## src/design/scs_pkg.sv

```systemverilog
// Shared types and character constants for the script comment stripper.
`default_nettype none

package scs_pkg;

    localparam logic [7:0] CH_NEWLINE   = 8'h0A;
    localparam logic [7:0] CH_STAR      = 8'h2A;
    localparam logic [7:0] CH_SLASH     = 8'h2F;
    localparam logic [7:0] CH_DQUOTE    = 8'h22;
    localparam logic [7:0] CH_SQUOTE    = 8'h27;
    localparam logic [7:0] CH_BACKSLASH = 8'h5C;

    localparam logic CMD_TEXT = 1'b0;
    localparam logic CMD_END  = 1'b1;

    typedef enum logic [1:0] {
        MODE_NORMAL = 2'd0,
        MODE_STRING = 2'd1,
        MODE_LINE   = 2'd2,
        MODE_BLOCK  = 2'd3
    } scan_mode_t;

    // One queued work entry: an optional leading slash, then a kept byte or the end marker.
    typedef struct packed {
        logic       slash_first;
        logic       is_end;
        logic [7:0] ch;
    } entry_t;

endpackage

`default_nettype wire

```

## src/design/scs_front.sv

```systemverilog
// Front end: accepts transactions, tracks scan state, classifies into queue entries.
`default_nettype none

module scs_front (
    input  wire logic           clk,
    input  wire logic           rst_n,
    input  wire logic           push,
    input  wire logic           command,
    input  wire logic [7:0]     data_byte,
    input  wire logic           q_full,
    output scs_pkg::entry_t     q_entry,
    output logic                q_push
);

    scs_pkg::scan_mode_t mode_reg, mode_next;
    logic [7:0]          quote_reg, quote_next;
    logic [7:0]          prev_reg, prev_next;
    logic                slash_reg, slash_next;
    logic                star_reg, star_next;
    logic                accept;
    logic                emit;

    assign accept = push && !q_full;

    always_ff @(posedge clk or negedge rst_n)
    begin
        if (!rst_n)
        begin
            mode_reg  <= scs_pkg::MODE_NORMAL;
            quote_reg <= 8'h00;
            prev_reg  <= 8'h00;
            slash_reg <= 1'b0;
            star_reg  <= 1'b0;
        end
        else
        begin
            mode_reg  <= mode_next;
            quote_reg <= quote_next;
            prev_reg  <= prev_next;
            slash_reg <= slash_next;
            star_reg  <= star_next;
        end
    end

    always_comb
    begin
        mode_next  = mode_reg;
        quote_next = quote_reg;
        prev_next  = prev_reg;
        slash_next = slash_reg;
        star_next  = star_reg;
        emit       = 1'b0;
        q_entry    = '0;
        q_entry.ch = data_byte;

        if (accept)
        begin
            if (command == scs_pkg::CMD_END)
            begin
                q_entry.slash_first = slash_reg;
                q_entry.is_end      = 1'b1;
                q_entry.ch          = 8'h00;
                emit                = 1'b1;
                mode_next           = scs_pkg::MODE_NORMAL;
                quote_next          = 8'h00;
                prev_next           = 8'h00;
                slash_next          = 1'b0;
                star_next           = 1'b0;
            end
            else
            begin
                prev_next = data_byte;
                unique case (mode_reg)
                    scs_pkg::MODE_LINE:
                    begin
                        if (data_byte == scs_pkg::CH_NEWLINE)
                        begin
                            mode_next = scs_pkg::MODE_NORMAL;
                            emit      = 1'b1;
                        end
                    end
                    scs_pkg::MODE_BLOCK:
                    begin
                        if (star_reg && data_byte == scs_pkg::CH_SLASH)
                        begin
                            mode_next = scs_pkg::MODE_NORMAL;
                            star_next = 1'b0;
                        end
                        else
                        begin
                            star_next = (data_byte == scs_pkg::CH_STAR);
                        end
                    end
                    scs_pkg::MODE_STRING:
                    begin
                        if (data_byte == quote_reg && prev_reg != scs_pkg::CH_BACKSLASH)
                        begin
                            mode_next = scs_pkg::MODE_NORMAL;
                        end
                        emit = 1'b1;
                    end
                    default:
                    begin
                        if (slash_reg && data_byte == scs_pkg::CH_SLASH)
                        begin
                            slash_next = 1'b0;
                            mode_next  = scs_pkg::MODE_LINE;
                        end
                        else if (slash_reg && data_byte == scs_pkg::CH_STAR)
                        begin
                            slash_next = 1'b0;
                            mode_next  = scs_pkg::MODE_BLOCK;
                            star_next  = 1'b0;
                        end
                        else
                        begin
                            // held slash with any other successor goes out first
                            q_entry.slash_first = slash_reg;
                            slash_next          = 1'b0;
                            if (data_byte == scs_pkg::CH_DQUOTE ||
                                data_byte == scs_pkg::CH_SQUOTE)
                            begin
                                mode_next  = scs_pkg::MODE_STRING;
                                quote_next = data_byte;
                                emit       = 1'b1;
                            end
                            else if (data_byte == scs_pkg::CH_SLASH)
                            begin
                                slash_next = 1'b1;
                                if (slash_reg)
                                begin
                                    emit = 1'b1;
                                end
                            end
                            else
                            begin
                                emit = 1'b1;
                            end
                        end
                    end
                endcase
            end
        end
        q_push = emit;
    end

endmodule

`default_nettype wire

```

## src/design/scs_fifo.sv

```systemverilog
// Short entry queue between the front end and the output sequencer.
`default_nettype none

module scs_fifo #(
    parameter int DEPTH = 4
) (
    input  wire logic            clk,
    input  wire logic            rst_n,
    input  wire logic            wr_en,
    input  wire scs_pkg::entry_t wr_entry,
    input  wire logic            rd_en,
    output scs_pkg::entry_t      rd_entry,
    output logic                 full,
    output logic                 empty
);

    localparam int PTR_W = (DEPTH > 1) ? $clog2(DEPTH) : 1;
    localparam int CNT_W = $clog2(DEPTH + 1);
    localparam logic [PTR_W-1:0] PTR_LAST = PTR_W'(DEPTH - 1);
    localparam logic [CNT_W-1:0] CNT_FULL = CNT_W'(DEPTH);

    scs_pkg::entry_t   mem_reg [DEPTH];
    logic [PTR_W-1:0]  wr_ptr_reg, wr_ptr_next;
    logic [PTR_W-1:0]  rd_ptr_reg, rd_ptr_next;
    logic [CNT_W-1:0]  count_reg, count_next;
    logic              do_wr;
    logic              do_rd;

    assign full     = (count_reg == CNT_FULL);
    assign empty    = (count_reg == '0);
    assign do_wr    = wr_en && !full;
    assign do_rd    = rd_en && !empty;
    assign rd_entry = mem_reg[rd_ptr_reg];

    always_comb
    begin
        wr_ptr_next = wr_ptr_reg;
        rd_ptr_next = rd_ptr_reg;
        count_next  = count_reg;
        if (do_wr)
        begin
            wr_ptr_next = (wr_ptr_reg == PTR_LAST) ? '0 : wr_ptr_reg + 1'b1;
        end
        if (do_rd)
        begin
            rd_ptr_next = (rd_ptr_reg == PTR_LAST) ? '0 : rd_ptr_reg + 1'b1;
        end
        if (do_wr && !do_rd)
        begin
            count_next = count_reg + 1'b1;
        end
        else if (do_rd && !do_wr)
        begin
            count_next = count_reg - 1'b1;
        end
    end

    always_ff @(posedge clk or negedge rst_n)
    begin
        if (!rst_n)
        begin
            wr_ptr_reg <= '0;
            rd_ptr_reg <= '0;
            count_reg  <= '0;
        end
        else
        begin
            wr_ptr_reg <= wr_ptr_next;
            rd_ptr_reg <= rd_ptr_next;
            count_reg  <= count_next;
        end
    end

    always_ff @(posedge clk)
    begin
        if (do_wr)
        begin
            mem_reg[wr_ptr_reg] <= wr_entry;
        end
    end

endmodule

`default_nettype wire

```

## src/design/scs_back.sv

```systemverilog
// Back end: expands queue entries into result transactions through an output register.
`default_nettype none

module scs_back (
    input  wire logic            clk,
    input  wire logic            rst_n,
    input  wire scs_pkg::entry_t q_entry,
    input  wire logic            q_empty,
    output logic                 q_pop,
    input  wire logic            pop,
    output logic                 empty,
    output logic                 byte_present,
    output logic [7:0]           out_char,
    output logic                 run_end,
    output logic                 text_end
);

    logic       valid_reg, valid_next;
    logic       phase_reg, phase_next;
    logic       present_reg, present_next;
    logic [7:0] char_reg, char_next;
    logic       run_end_reg, run_end_next;
    logic       text_end_reg, text_end_next;
    logic       load;

    assign load         = !valid_reg || pop;
    assign empty        = !valid_reg;
    assign byte_present = present_reg;
    assign out_char     = char_reg;
    assign run_end      = run_end_reg;
    assign text_end     = text_end_reg;

    always_comb
    begin
        valid_next    = valid_reg;
        phase_next    = phase_reg;
        present_next  = present_reg;
        char_next     = char_reg;
        run_end_next  = run_end_reg;
        text_end_next = text_end_reg;
        q_pop         = 1'b0;
        if (load)
        begin
            valid_next = !q_empty;
            if (!q_empty)
            begin
                if (q_entry.slash_first && !phase_reg)
                begin
                    present_next  = 1'b1;
                    char_next     = scs_pkg::CH_SLASH;
                    run_end_next  = 1'b0;
                    text_end_next = 1'b0;
                    phase_next    = 1'b1;
                end
                else
                begin
                    present_next  = !q_entry.is_end;
                    char_next     = q_entry.is_end ? 8'h00 : q_entry.ch;
                    run_end_next  = 1'b1;
                    text_end_next = q_entry.is_end;
                    phase_next    = 1'b0;
                    q_pop         = 1'b1;
                end
            end
        end
    end

    always_ff @(posedge clk or negedge rst_n)
    begin
        if (!rst_n)
        begin
            valid_reg <= 1'b0;
            phase_reg <= 1'b0;
        end
        else
        begin
            valid_reg <= valid_next;
            phase_reg <= phase_next;
        end
    end

    always_ff @(posedge clk)
    begin
        present_reg  <= present_next;
        char_reg     <= char_next;
        run_end_reg  <= run_end_next;
        text_end_reg <= text_end_next;
    end

endmodule

`default_nettype wire

```

## src/design/script_comment_stripper_core.sv

```systemverilog
// Top level of the script comment stripper: front end, entry queue, output sequencer.
//
//  channel   direction  handshake           payload
//  input     in         push / full         command, data_byte
//  result    out        pop / empty         byte_present, out_char, run_end, text_end
//
// One input transaction is accepted per cycle while the entry queue has room.
// Each result transaction is held in the output register until popped; an item with two
// results fills it twice in turn. Entries pass the queue, then the output register.
// rst_n clears scan state, queue pointers and the output valid flag asynchronously.
// A stalled result side fills the queue of QUEUE_DEPTH entries, then full rises.
`default_nettype none

module script_comment_stripper_core #(
    parameter int QUEUE_DEPTH = 4
) (
    input  wire logic       clk,
    input  wire logic       rst_n,
    input  wire logic       push,
    output logic            full,
    input  wire logic       command,
    input  wire logic [7:0] data_byte,
    output logic            empty,
    input  wire logic       pop,
    output logic            byte_present,
    output logic [7:0]      out_char,
    output logic            run_end,
    output logic            text_end
);

    scs_pkg::entry_t wr_entry;
    scs_pkg::entry_t rd_entry;
    logic            wr_en;
    logic            rd_en;
    logic            q_empty;

    scs_front u_front (
        .clk       (clk),
        .rst_n     (rst_n),
        .push      (push),
        .command   (command),
        .data_byte (data_byte),
        .q_full    (full),
        .q_entry   (wr_entry),
        .q_push    (wr_en)
    );

    scs_fifo #(
        .DEPTH (QUEUE_DEPTH)
    ) u_fifo (
        .clk      (clk),
        .rst_n    (rst_n),
        .wr_en    (wr_en),
        .wr_entry (wr_entry),
        .rd_en    (rd_en),
        .rd_entry (rd_entry),
        .full     (full),
        .empty    (q_empty)
    );

    scs_back u_back (
        .clk          (clk),
        .rst_n        (rst_n),
        .q_entry      (rd_entry),
        .q_empty      (q_empty),
        .q_pop        (rd_en),
        .pop          (pop),
        .empty        (empty),
        .byte_present (byte_present),
        .out_char     (out_char),
        .run_end      (run_end),
        .text_end     (text_end)
    );

`ifndef SYNTHESIS
    a_queue_flags: assert property (@(posedge clk) disable iff (!rst_n)
        !(full && q_empty))
        else $error("queue full and empty together");

    a_end_marker: assert property (@(posedge clk) disable iff (!rst_n)
        (!empty && text_end) |-> (!byte_present && out_char == 8'h00 && run_end))
        else $error("malformed end marker");

    a_lead_slash: assert property (@(posedge clk) disable iff (!rst_n)
        (!empty && !run_end) |-> (byte_present && !text_end &&
                                  out_char == scs_pkg::CH_SLASH))
        else $error("non-final result is not a held slash");

    a_second_follows: assert property (@(posedge clk) disable iff (!rst_n)
        (pop && !empty && !run_end) |=> !empty)
        else $error("second result of a transaction missing");
`endif

endmodule

`default_nettype wire

```

## config.mk

```make
export PLATFORM = sky130hd
export DESIGN_NAME = script_comment_stripper_core
export DESIGN_NICKNAME = d
export VERILOG_FILES = /design/src/design/scs_pkg.sv /design/src/design/scs_front.sv /design/src/design/scs_fifo.sv /design/src/design/scs_back.sv /design/src/design/script_comment_stripper_core.sv
export SDC_FILE = /design/constraint.sdc
export NUM_CORES = 1
export LEC_CHECK = 0
export ABC_AREA = 1
export BUFFER_PORTS_ARGS = -buffer_cell sky130_fd_sc_hd__buf_2
export CAP_MARGIN = 20
export CORE_MARGIN = 2
export CORE_UTILIZATION = 41
export CTS_CLUSTER_SIZE = 12
export DETAILED_ROUTE_END_ITERATION = 6
export PLACE_DENSITY = 0.58
export SYNTH_ARGS = -nofsm -noshare
export SYNTH_HDL_FRONTEND = slang
export SYNTH_SLANG_ARGS = --single-unit
```

## constraint.sdc

```tcl
create_clock -name clk -period 2.3 [get_ports clk]
set_clock_uncertainty 0.2 [all_clocks]
set_input_delay 0.46 -clock clk [delete_from_list [all_inputs] [get_ports clk]]
set_output_delay 0.46 -clock clk [all_outputs]
set_load 0.005 [all_outputs]
```

## After elaboration in Yosys (flattened, before gate mapping)

Memory sizes are Yosys's and may differ from the RTL's.
Cells that the tools add are included.

- Add/subtract/negate cells: 4
- Eq/ne operators: 21
- Bitwise logic cells: 1
- Reductions and logical operators: 32
- Mux-type cells: 51

Operator list:

| kind | number |
|---|---|
| 2-to-1 mux 8 bit | 6 |
| equality test 8 x 6 -> 1 bit (second input constant) | 4 |
| 2-to-1 mux 1 bit | 28 |
| 2-to-1 mux 2 bit | 9 |
| logical AND 1 bit | 10 |
| 2-to-1 mux 10 bit | 1 |
| AND reduction 5 bit | 2 |
| 2-to-1 mux 9 bit | 1 |
| inequality test 3 x 2 -> 1 bit (second input constant) | 3 |
| equality test 2 bit (second input constant) | 4 |
| equality test 8 x 4 -> 1 bit (second input constant) | 1 |
| equality test 8 bit | 1 |
| inequality test 8 x 7 -> 1 bit (second input constant) | 1 |
| logical NOT 1 bit | 7 |
| nonzero test 7 bit | 1 |
| 2-to-1 mux 3 bit | 2 |
| 2-to-1 mux 6 bit | 1 |
| case mux 2 bit (3 select lines) | 1 |
| adder 2 x 1 -> 2 bit (second input constant) | 2 |
| inequality test 2 x 1 -> 1 bit (second input constant) | 2 |
| inequality test 2 bit (second input constant) | 2 |
| AND reduction 2 bit | 2 |
| AND reduction 4 bit | 1 |
| nonzero test 2 bit | 2 |
| 13 further kinds | 15 |

- Memories kept: 1
- RAM bits: 40
- Register bits: 40

Memory list:

| memory | words | width | rd ports | clocked after memory_dff | wr ports | line | RTL |
|---|---|---|---|---|---|---|---|
| u_fifo.mem_reg | 4 | 10 | 1 | 0 | 1 | scs_fifo.sv:22 | `scs_pkg::entry_t mem_reg [DEPTH];` |

## Longest topological paths before layout

Gate-level depths: netlist of run 1.

- Word-level depth: 13
- Depth in mapped cells: 15

## Hierarchy

A second synthesis of run 1 with hierarchy kept.

- Cell total of the unflattened synthesis: 415
- Area, all modules: 3966.3 sq um

Modules (own cells, without submodules):

| module | instances | cells an instance | area an instance (sq um) |
|---|---|---|---|
| scs_fifo | 1 | 177 | 2074.5 |
| scs_front | 1 | 190 | 1353.8 |
| scs_back | 1 | 48 | 538.0 |

## Worst setup path after synthesis of run 1

No wires, ideal clock.

- Path type: in2reg
- From: in data_byte[7]
- To: reg u_fifo.count_reg[2]
- Arrival time: 2.093 ns
- Slack: -0.117 ns
- Data required time: 1.976 ns
- Stages: 15
- Cells stage by stage: inv_2 > nand2_1 > nor2_1 > nand2_1 > nor2_1 > o21ai_1 > nand2_2 > nand2_4 > inv_1 > ha_1 > inv_1 > fa_1 > a21oi_1 > o21ai_0 > xnor2_1

- Word-level cells in the longest chain between the ends: 12

RTL lines:

| element | line | RTL |
|---|---|---|
| start, declared | script_comment_stripper_core.sv:22 | `input wire logic [7:0] data_byte,` |
| equality test 8 x 6 -> 1 bit (on tied branches) | n/a |  |
| 2-to-1 mux 1 bit / logical OR 1 bit (equally long branches) | scs_front.sv:127, scs_front.sv:120 |  |
| 2-to-1 mux 1 bit | scs_front.sv:120 | `if (data_byte == scs_pkg::CH_DQUOTE \|\|` |
| 2-to-1 mux 1 bit | scs_front.sv:109 | `else if (slash_reg && data_byte == scs_pkg::CH_STAR)` |
| 2-to-1 mux 1 bit | scs_front.sv:104 | `if (slash_reg && data_byte == scs_pkg::CH_SLASH)` |
| case mux 1 bit (3 select lines) (*) | scs_front.sv:73 | `unique case (mode_reg)` |
| 2-to-1 mux 1 bit (*) | scs_front.sv:58 | `if (command == scs_pkg::CMD_END)` |
| 2-to-1 mux 1 bit (*) | scs_front.sv:56 | `if (accept)` |
| logical AND 1 bit (*) | scs_fifo.sv:31 | `assign do_wr = wr_en && !full;` |
| net u_fifo.do_wr | scs_fifo.sv:26 | `logic do_wr;` |
| logical NOT 1 bit | scs_fifo.sv:52 | `else if (do_rd && !do_wr)` |
| logical AND 1 bit | scs_fifo.sv:52 |  |
| nonzero test 2 bit (no source line) | n/a |  |
| end signal, assigned | scs_fifo.sv:70 | `count_reg <= count_next;` |
| end, declared | scs_fifo.sv:25 | `logic [CNT_W-1:0] count_reg, count_next;` |

The timed path passes the listed nets; every way through them passes the cells marked *.
A chain may end at the register's enable or synchronous reset.

## Worst setup path after layout of run 1

- From: reg u_front.mode_reg[1]
- To: reg u_fifo.count_reg[2]

- Word-level cells in the longest chain between the ends: 8

RTL lines:

| element | line | RTL |
|---|---|---|
| start, declared | scs_front.sv:15 | `scs_pkg::scan_mode_t mode_reg, mode_next;` |
| start signal, assigned | scs_front.sv:29 | `mode_reg <= scs_pkg::MODE_NORMAL;` |
| start signal, assigned | scs_front.sv:37 | `mode_reg <= mode_next;` |
| equality test 2 x 1 -> 1 bit / equality test 2 bit (equally long branches) | scs_front.sv:73 |  |
| case mux 1 bit (3 select lines) (*) | scs_front.sv:73 |  |
| 2-to-1 mux 1 bit (*) | scs_front.sv:58 |  |
| 2-to-1 mux 1 bit (*) | scs_front.sv:56 |  |
| logical AND 1 bit (*) | scs_fifo.sv:31 |  |
| net u_fifo.do_wr | scs_fifo.sv:26 |  |
| logical NOT 1 bit | scs_fifo.sv:52 |  |
| logical AND 1 bit | scs_fifo.sv:52 |  |
| nonzero test 2 bit (no source line) | n/a |  |

Marks and branches as above.

==> impl_metrics.py, run 1 <==
metrics = {
    "global_route": {
        "grt_pass1_vias": 2704,
        "grt.met2_usage": 0.290,
        "grtUsageMet3": 0.0257,
        "grt_pass1_wl_um": 12800,
        "grt_overflow_total": 0,
        "top_usage_layer": "met2",
        "antenna_found_initial": 0,
        "use_met1": 0.205,
        "grt_use_total": 0.167,
        "grt_max_degree": 30,
    },
    "timing": {
        "rsz0062_at_grt": "true",
        "fin_crit_ps": 2270,
        "tightest_slew_ps": 727,
        "fin_setup_tns_ps": 0,
        "clock.fmax_mhz": 440,
        "maxSlewHeadroom": 0.516,
        "period_share": 0.989,
        "finalHoldViolCount": 0,
        "setup_violations": 0,
        "drv_slew": 0,
    },
    "synthesis": {
        "syn_area_um2": 3840,
        "synth_seq_cells": 80,
        "synth_nets": 412,
        "postSynthCellCount": 388,
        "synth_edf_count": 51,
        "async_flop_share": 0.363,
        "yosysSeqAreaShare": 0.588,
        "synth_cell_types": 32,
        "synthFlopType": "edfxtp_1",
        "synth.avg_cell_area_um2": 9.89,
        "yosysWarnings": 0,
    },
    "worst_setup_path": {
        "rrSetupSlack_ps": 30,
        "r2r-end": "u_fifo.count_reg[2]",
        "max_stage_delay_ps": 410,
        "worstPathCellList": "buf_4, ha_4, inv_4, nor2_4, o21ai_2, nand2_2, nand2_4, inv_4, ha_4, inv_2, fa_2, a21oi_2, o21ai_1, xnor2_1",
        "critical_path_arrival_ps": 2310,
        "cp_top_family": "adder cells",
        "worst_setup_path_start_kind": "flop",
        "path_class": "reg -> reg",
        "cp_max_fo": 3,
        "cp-end-kind": "flop",
        "required_ps": 2340,
        "reg2reg_from": "u_front.mode_reg[1]",
        "rr_worst_depth": 14,
        "cp_num_buf_inv": 4,
        "slowest_stage": "dfrtp_1",
        "path_depth": 14,
    },
    "cts": {
        "cts_buffers": 9,
        "cts_tree": "built",
        "clock-sinks": 80,
        "clk_pin_slew_worst_paths_ps": 80,
        "htreeDepth": 3,
        "root_buffer": "clkbuf_8",
        "clkLatencyLatePin_ps": 350,
        "clock_path_buffers": 2,
    },
    "placement": {
        "hpwl_um": 5480,
        "placed_area_um2": 4360,
        "io_buffers": 25,
        "place_congestion": 0.845,
    },
    "routing": {
        "wl_per_cell_um": 13.2,
        "routed_wl_um": 7710,
        "drc": 0,
        "first_pass_iters": 4,
        "via_per_inst": 4.72,
        "drtIter0Drc": 104,
        "num_vias": 2762,
        "ant_nets": 0,
    },
    "floorplanning": {
        "rows": 35,
        "start_util": 0.419,
        "num_io_pins": 26,
        "core_area_um2": 9150,
        "die_height_um": 101,
        "die_w_um": 101,
        "die_area_um2": 10100,
    },
    "worst_hold_path": {
        "whs_endpoint": "u_back.valid_reg",
        "worstHoldStart": "pop",
        "hp-class": "in -> reg",
        "worst_hold_path.num_cells": 2,
    },
    "power": {
        "ir_worst_vdd_mv": 0.357,
        "leakage_uw": 0.00207,
        "finalPower_uw": 5010,
        "p_per_area_nw_per_um2": 1070,
    },
    "run": {
        "maxCapViolCount": 0,
    },
    "cells_and_area": {
        "fill_cells": 840,
        "regArea_um2": 2260,
        "postLayoutCellArea_um2": 4670,
        "syn2layout_area_growth_pct": 21.8,
        "drive_gt1_frac": 0.300,
        "num-nets-final": 493,
        "multiInputGateArea_um2": 1370,
        "num_antenna_cells": 0,
        "largest_reg_flops": 40,
    },
    "status": {
        "outcome": "finished clean",
    },
}
kinds of logic (layout without fill, tap and decap cells):
family	count (synthesis)	after routing	share of synthesized area
and+or+nand+nor	181	181	0.211
buffers and inverters	61	147	0.0747
xor gates and xnor gates	5	5	0.0114
adders and majority gates	11	11	0.0378
AOI/OAI and AO/OA	50	50	0.0770
DFF	80	80	0.588
synth_stat cells (3+ instances only):
| master | count | area share |
|---|---|---|
| ha_1 | 10 | 0.033 |
| nand4_1 | 3 | 0.0049 |
| o31ai_1 | 4 | 0.0078 |
| a21oi_1 | 14 | 0.018 |
| nand2_2 | 6 | 0.0098 |
| inv_1 | 42 | 0.041 |
| nand3_1 | 20 | 0.026 |
| xnor2_1 | 5 | 0.011 |
| edfxtp_1 | 51 | 0.40 |
| nor2_1 | 51 | 0.050 |
| o21ai_1 | 5 | 0.0065 |
| nor3_1 | 4 | 0.0052 |
| nor2_2 | 5 | 0.0082 |
| buf_6 | 4 | 0.012 |
| o21ai_2 | 4 | 0.0091 |
| dfrtp_1 | 29 | 0.19 |
| inv_2 | 8 | 0.0078 |
| nand2_1 | 84 | 0.082 |
| o21ai_0 | 20 | 0.026 |
| nor2_4 | 3 | 0.0088 |
what timing repair did:
action | in CTS | in global routing
gates cloned | 0 | 0
endpoints found under the setup margin | 2 | 2
buffers inserted | 6 | 2
resized for setup | 8 | 16
pin swaps | 6 | 10
hold buffers | 1 | 0
hold endpoints to repair | 29 | 0
layer usage:
metal  vias to the layer above  part of all wire
met3                         9             0.034
met5                         -                 0
li1                       1422                 -
met4                         0             0.016
met1                      1287              0.46
met2                        44              0.49
how the worst max path moves through the flow:
stage                             start             endpoint  slack (ps)
detailed placement         data_byte[0]  u_fifo.count_reg[2]        -310
CTS                 u_front.mode_reg[0]  u_fifo.count_reg[1]           2
floorplan                  data_byte[0]  u_fifo.count_reg[2]         -90
finish              u_front.mode_reg[1]  u_fifo.count_reg[2]          30
global route        u_front.mode_reg[0]  u_fifo.count_reg[2]         -70
global placement           data_byte[7]  u_fifo.count_reg[2]        -290
layout by cell type, fill, tap and decap left out, drive strengths merged, types with 3 or more instances in the layout:
cell    instances
o21ai          29
nand2          92
clkinv          6
ha             10
nor3            4
inv            52
clkbuf         10
o31ai           4
xnor2           5
nand4           3
nand3          21
buf            78
nor2           60
edfxtp         51
a21oi          15
dfrtp          29
where the power goes:
group | total [µW] | internal (µW) | switching, µW
clock network | 898 | 387 | 511
logic | 1950 | 848 | 1110
registers | 2160 | 1990 | 167
total | 5010 | 3220 | 1780
area by class of cell:
type                       instances  share of cell area
sequential                        80               0.483
multi-input combinational        247               0.293
clock inverter                     6             0.00777
tap                              111              0.0297
clock buffer                      10              0.0273
inverter                          52              0.0445
timing repair buffer              79               0.115
per-stage QoR:
| step | setup WS, ps | utilization | hold WS (ps) | std cells |
|---|---|---|---|---|
| floorplan | -86.5 | - | -35.6 | 388 |
| global placement | -287 | 0.476 | 266 | 560 |
| detailed placement | -306 | 0.476 | 277 | 560 |
| CTS | 2.45 | 0.502 | 90.3 | 583 |
| global route | -67.5 | 0.510 | 131 | 585 |
| finish | 26.2 | 0.510 | 103 | 585 |
Power figures use the tool's default switching activity.
==> run 2: changes to the inputs <==
--- a/config.mk
+++ b/config.mk
@@ -8,7 +8,6 @@
 export ABC_AREA = 1
 export BUFFER_PORTS_ARGS = -buffer_cell sky130_fd_sc_hd__buf_2
 export CAP_MARGIN = 20
-export CORE_MARGIN = 2
 export CORE_UTILIZATION = 41
 export CTS_CLUSTER_SIZE = 12
 export DETAILED_ROUTE_END_ITERATION = 6
==> impl_metrics.py, run 2 (same netlist as run 1, synthesis figures left out) <==
metrics = {
    "status": {
        "outcome": "finished with violations",
        "violations": "negative setup slack",
    },
    "power": {
        "leakage_uw": 0.00210,
        "p_per_area_nw_per_um2": 1100,
        "ir_worst_vdd_mv": 0.433,
        "finalPower_uw": 5210,
    },
    "global_route": {
        "grt_pass1_wl_um": 12900,
        "antenna_found_initial": 0,
        "grt_use_total": 0.174,
        "grt_pass1_vias": 2720,
        "grt_max_degree": 30,
        "grt_overflow_total": 0,
    },
    "timing": {
        "fin_setup_tns_ps": -35.9,
        "maxSlewHeadroom": 0.524,
        "fin_crit_ps": 2340,
        "rsz0062_at_grt": "true",
        "drv_slew": 0,
        "period_share": 1.02,
        "setup_violations": 1,
        "tightest_slew_ps": 714,
        "clock.fmax_mhz": 428,
        "finalHoldViolCount": 0,
        "finalWorstSetupSlack_ps": -35.9,
    },
    "placement": {
        "placed_area_um2": 4380,
        "hpwl_um": 5500,
        "placed_cells": 560,
        "io_buffers": 25,
        "place_congestion": 0.792,
    },
    "floorplanning": {
        "die_height_um": 98.7,
        "die_area_um2": 9750,
        "num_io_pins": 26,
        "start_util": 0.431,
        "core_area_um2": 8890,
        "die_w_um": 98.7,
        "rows": 34,
    },
    "worst_setup_path": {
        "critical_path_arrival_ps": 2370,
        "path_class": "reg -> reg",
        "cp_max_fo": 4,
        "worstPathCellList": "buf_6, inv_4, o21ai_2, a21oi_4, inv_4, nand2_4, ha_4, inv_2, fa_2, a21oi_2, o21ai_2, xnor2_1",
        "slowest_stage": "dfrtp_1",
        "worst_setup_path_start_kind": "flop",
        "cp-end-kind": "flop",
        "required_ps": 2330,
        "max_stage_delay_ps": 440,
    },
    "cells_and_area": {
        "fill_cells": 798,
        "postLayoutCellArea_um2": 4730,
        "num_antenna_cells": 0,
        "final_common_cell": "nand2_1",
        "syn2layout_area_growth_pct": 23.2,
        "drive_gt1_frac": 0.312,
        "multiInputGateArea_um2": 1370,
        "final_cell_mix": "82 x nand2_1, 54 x buf_4, 51 x edfxtp_1",
        "num-nets-final": 496,
        "instances_no_fill": 585,
        "regArea_um2": 2260,
        "largest_reg_flops": 40,
    },
    "cts": {
        "clock_path_buffers": 2,
        "cts_buffers": 9,
        "clkLatencyLatePin_ps": 350,
        "clock-sinks": 80,
        "cts_tree": "built",
        "clk_pin_slew_worst_paths_ps": 80,
        "root_buffer": "clkbuf_8",
        "htreeDepth": 3,
    },
    "worst_hold_path": {
        "hp-class": "in -> reg",
    },
    "routing": {
        "via_per_inst": 4.74,
        "num_vias": 2771,
        "wl_per_cell_um": 13.0,
        "drc": 0,
        "first_pass_iters": 4,
        "routed_wl_um": 7630,
        "drtIter0Drc": 131,
        "ant_nets": 0,
    },
    "run": {
        "maxCapViolCount": 0,
    },
}
## run 2: cell types whose count changed in the layout (fill, tap and decap cells not counted), sizes merged
cell | before | now
clkinv | 6 | 3
clkinvlp | 0 | 2
buf | 78 | 81
bufinv | 0 | 1
## run 2: final cells by class
cell class / count / share of cell area
Tap cell: 108 / 0.0286
Inverter: 52 / 0.0440
Clock buffer: 10 / 0.0270
Timing Repair Buffer: 82 / 0.119
Clock inverter: 6 / 0.0127
Sequential cell: 80 / 0.478
Multi-Input combinational cell: 247 / 0.291
## run 2: per-stage QoR
| stage | hold WS, ps | setup slack [ps] | util |
|---|---|---|---|
| finish | 99.1 | -35.9 | 0.532 |
| global route | 102 | -112 | 0.532 |
| CTS | 87.7 | 8.68 | 0.522 |
| detailed placement | 270 | -354 | 0.492 |
| global placement | 265 | -273 | 0.492 |
| floorplan | -35.6 | -86.5 | - |
## run 2: path summary, 6_finish.rpt
path	start	to	slack (ps)	depth (start not counted)
setup reg to reg	u_fifo.rd_ptr_reg[0]	u_fifo.count_reg[2]	-40	12
hold / removal	pop	u_back.valid_reg	100	2
hold reg to reg	u_front.prev_reg[6]	u_front.prev_reg[6]	290	2
min in group asynchronous	rst_n	u_fifo.rd_ptr_reg[0]	490	2
setup / recovery	u_fifo.rd_ptr_reg[0]	u_fifo.count_reg[2]	-40	12
max in group asynchronous	rst_n	u_front.mode_reg[1]	900	2
## run 2: routing by layer
metal	GRT usage	vias to the layer above	routed length, µm
met2	0.297	47	3770
met4	0.0838	0	130
met3	0.0305	10	223
met5	0	-	0
met1	0.215	1281	3510
li1	-	1433	-
## run 2: critical path: cells and delay by family (launching register included)
family	cells	cell delay (ps)
adders and majority gates	2	540
and+or+nand+nor	1	80
DFF	1	440
xor gates and xnor gates	1	130
AOI/OAI and AO/OA	4	530
buffers and inverters	4	310
## run 2: power breakdown
| part | switching [µW] | internal (µW) | total [µW] |
|---|---|---|---|
| Clock | 505 | 496 | 1000 |
| Sequential | 162 | 1990 | 2150 |
| Combinational | 1150 | 908 | 2060 |
## run 2: timing repair
item | 4_1_cts | 5_1_grt
buffers inserted | 6 | 2
gates cloned | 0 | 0
setup endpoints to repair | 2 | 2
pin swaps | 7 | 10
hold endpoints to repair | 29 | 0
gates resized for setup | 12 | 16
hold buffers | 1 | 0
==> run 3: changes to the inputs <==
--- a/config.mk
+++ b/config.mk
@@ -5,7 +5,6 @@
 export SDC_FILE = /design/constraint.sdc
 export NUM_CORES = 1
 export LEC_CHECK = 0
-export ABC_AREA = 1
 export BUFFER_PORTS_ARGS = -buffer_cell sky130_fd_sc_hd__buf_2
 export CAP_MARGIN = 20
 export CORE_UTILIZATION = 41
==> impl_metrics.py, run 3 <==
metrics = {
    "cells_and_area": {
        "num-nets-final": 356,
        "final_common_cell": "edfxtp_1",
        "largest_reg_flops": 40,
        "postLayoutCellArea_um2": 4450,
        "syn2layout_area_growth_pct": 23.1,
        "drive_gt1_frac": 0.347,
        "final_cell_mix": "51 x edfxtp_1, 35 x buf_4, 28 x dfrtp_1",
        "num_antenna_cells": 0,
        "instances_no_fill": 442,
        "fill_cells": 738,
        "fin_util": 0.531,
    },
    "synthesis": {
        "synth_seq_cells": 80,
        "synth_common_cells": "51 x edfxtp_1, 29 x dfrtp_1, 28 x nand2_1",
        "synth.largest_area_cell": "edfxtp_1",
        "postSynthCellCount": 267,
        "synth.avg_cell_area_um2": 13.5,
        "yosysWarnings": 0,
        "synthFlopType": "edfxtp_1",
        "yosysSeqAreaShare": 0.624,
        "synth_nets": 291,
        "synth_edf_count": 51,
        "async_flop_share": 0.363,
        "synth_top_area_share": 0.423,
        "synth_cell_types": 46,
        "netlist_top_cells_area": "edfxtp_1 42%, dfrtp_1 20%, mux4_2 6.2%",
        "synth.most_common_cell": "edfxtp_1",
        "syn_area_um2": 3620,
    },
    "cts": {
        "htreeDepth": 3,
        "clk_pin_slew_worst_paths_ps": 90,
        "cts_buffers": 9,
        "clock_path_buffers": 2,
        "cts_tree": "built",
        "clock-sinks": 80,
        "clkLatencyLatePin_ps": 340,
        "root_buffer": "clkbuf_8",
    },
    "routing": {
        "first_pass_iters": 4,
        "drc": 0,
        "wl_per_cell_um": 14.7,
        "via_per_inst": 5.04,
        "ant_nets": 0,
        "num_vias": 2226,
        "drtIter0Drc": 67,
        "routed_wl_um": 6520,
    },
    "global_route": {
        "grt_pass1_vias": 2295,
        "grt_overflow_total": 0,
        "grt_max_degree": 30,
        "antenna_found_initial": 0,
        "grt_pass1_wl_um": 11100,
        "grtUsageMet3": 0.0284,
        "top_usage_layer": "met2",
        "use_met1": 0.215,
        "grt.met2_usage": 0.268,
        "grt_use_total": 0.163,
    },
    "floorplanning": {
        "die_height_um": 95.9,
        "start_util": 0.432,
        "rows": 33,
        "die_w_um": 95.9,
        "core_area_um2": 8380,
        "num_io_pins": 26,
        "die_area_um2": 9200,
    },
    "worst_setup_path": {
        "cp_top_family": "multiplexers",
        "path_class": "reg -> reg",
        "cp_max_fo": 2,
        "required_ps": 2330,
        "worstPathCellList": "mux4_2, nand2b_4, nand2_4, ha_4, inv_2, fa_2, mux2_4",
        "critical_path_arrival_ps": 2360,
        "worst_setup_path_start_kind": "flop",
        "cp_num_buf_inv": 1,
        "max_stage_delay_ps": 550,
        "slowest_stage": "mux4_2",
        "cp-end-kind": "flop",
    },
    "power": {
        "p_per_area_nw_per_um2": 1090,
        "p_switching_uw": 1520,
        "sequentialPowerShare": 0.442,
        "leakage_uw": 0.00181,
        "p_clk_frac": 0.193,
        "finalPower_uw": 4860,
        "ir_worst_vdd_mv": 0.400,
        "power_frac_comb": 0.365,
        "swShare": 0.313,
        "internal_power_uw": 3340,
    },
    "timing": {
        "fin_crit_ps": 2330,
        "tightest_slew_ps": 682,
        "rsz0062_at_grt": "true",
        "drv_slew": 0,
        "fin_setup_tns_ps": -42.3,
        "finalWorstSetupSlack_ps": -26.9,
        "period_share": 1.01,
        "clock.fmax_mhz": 430,
        "finalHoldViolCount": 0,
        "maxSlewHeadroom": 0.545,
        "setup_violations": 2,
    },
    "placement": {
        "placed_area_um2": 4170,
        "io_buffers": 25,
        "place_congestion": 0.801,
        "placed_cells": 423,
        "hpwl_um": 4650,
    },
    "run": {
        "maxCapViolCount": 0,
    },
    "status": {
        "outcome": "finished with violations",
        "violations": "negative setup slack",
    },
    "worst_hold_path": {
        "hp-class": "in -> reg",
    },
}
==> run 3: cell count changes after synthesis, moves of 10 or more <==
cell / delta
inv_1: -24
nand3_1: -19
mux4_2: +10
nor2_1: -39
and2_1: +12
nand2_1: -56
a21oi_1: -12
==> run 3: path summary, 6_finish.rpt <==
kind,cells past startpoint,end,slack [ps],startpoint
max in group asynchronous,2,u_front.mode_reg[1],940,rst_n
worst max register to register,7,u_fifo.count_reg[1],-30,u_fifo.rd_ptr_reg[0]
worst min register to register,1,u_back.phase_reg,280,u_back.phase_reg
min in group asynchronous,2,u_fifo.count_reg[0],480,rst_n
worst min-delay path,2,u_back.valid_reg,110,pop
worst max-delay path,7,u_fifo.count_reg[1],-30,u_fifo.rd_ptr_reg[0]
==> run 3: area by class of cell <==
class	count	area [µm²]	area share
repair buffers	65	478	0.107
multi-input cells	158	1340	0.300
inverters	18	70.1	0.0157
well taps	105	131	0.0295
clock buffers	9	124	0.0278
clock inverters	7	55.1	0.0124
flip-flops and latches	80	2260	0.507
==> run 3: routing by layer <==
metal | vias to the layer above | share of wire
met5 | - | 0
met4 | 0 | 0.0078
met3 | 5 | 0.024
met2 | 39 | 0.50
met1 | 1092 | 0.46
li1 | 1090 | -
==> run 3: per-stage QoR <==
| stage | setup WS [ps] | hold slack [ps] |
|---|---|---|
| final | -26.9 | 108 |
| after global routing | -152 | 99.7 |
| after CTS | -38.0 | 99.5 |
| after detailed placement | -410 | 257 |
| after global placement | -393 | 254 |
| after floorplan | -256 | -35.6 |
==> run 3: worst register-to-register path, delay by kind of cell, from the launching register on <==
family	cells	cell delay [ps]
flip-flops	1	370
AND/OR/NAND/NOR	2	190
multiplexers	2	820
adder cells (fa/ha/maj)	2	600
buffers and inverters	1	50
==> run 3: logic make-up after synthesis <==
| family | count (synthesis) | synth area share |
|---|---|---|
| adder cells (fa/ha/maj) | 11 | 0.0401 |
| flip-flops | 80 | 0.624 |
| AND/OR/NAND/NOR | 83 | 0.126 |
| AO/OA/AOI/OAI | 35 | 0.0643 |
| XOR/XNOR | 12 | 0.0291 |
| buffers and inverters | 29 | 0.0325 |
| multiplexers | 17 | 0.0837 |
==> run 3: repair_timing <==
| action | 4_1_cts | 5_1_grt |
|---|---|---|
| setup buffers | 1 | 1 |
| gates resized for setup | 12 | 4 |
| setup endpoints to repair | 2 | 2 |
| hold buffers | 1 | 0 |
| endpoints found under the hold margin | 29 | 0 |
| pin swaps | 3 | 0 |
==> run 3: power by group through the flow <==
| stage | registers, µW | clock network (µW) | logic, µW |
|---|---|---|---|
| after floorplan | 2180 | 0 | 992 |
| after global placement | 2170 | 0 | 1630 |
| after detailed placement | 2180 | 0 | 1680 |
| after CTS | 2150 | 973 | 1790 |
| after global routing | 2200 | 1050 | 2010 |
| final | 2150 | 938 | 1770 |
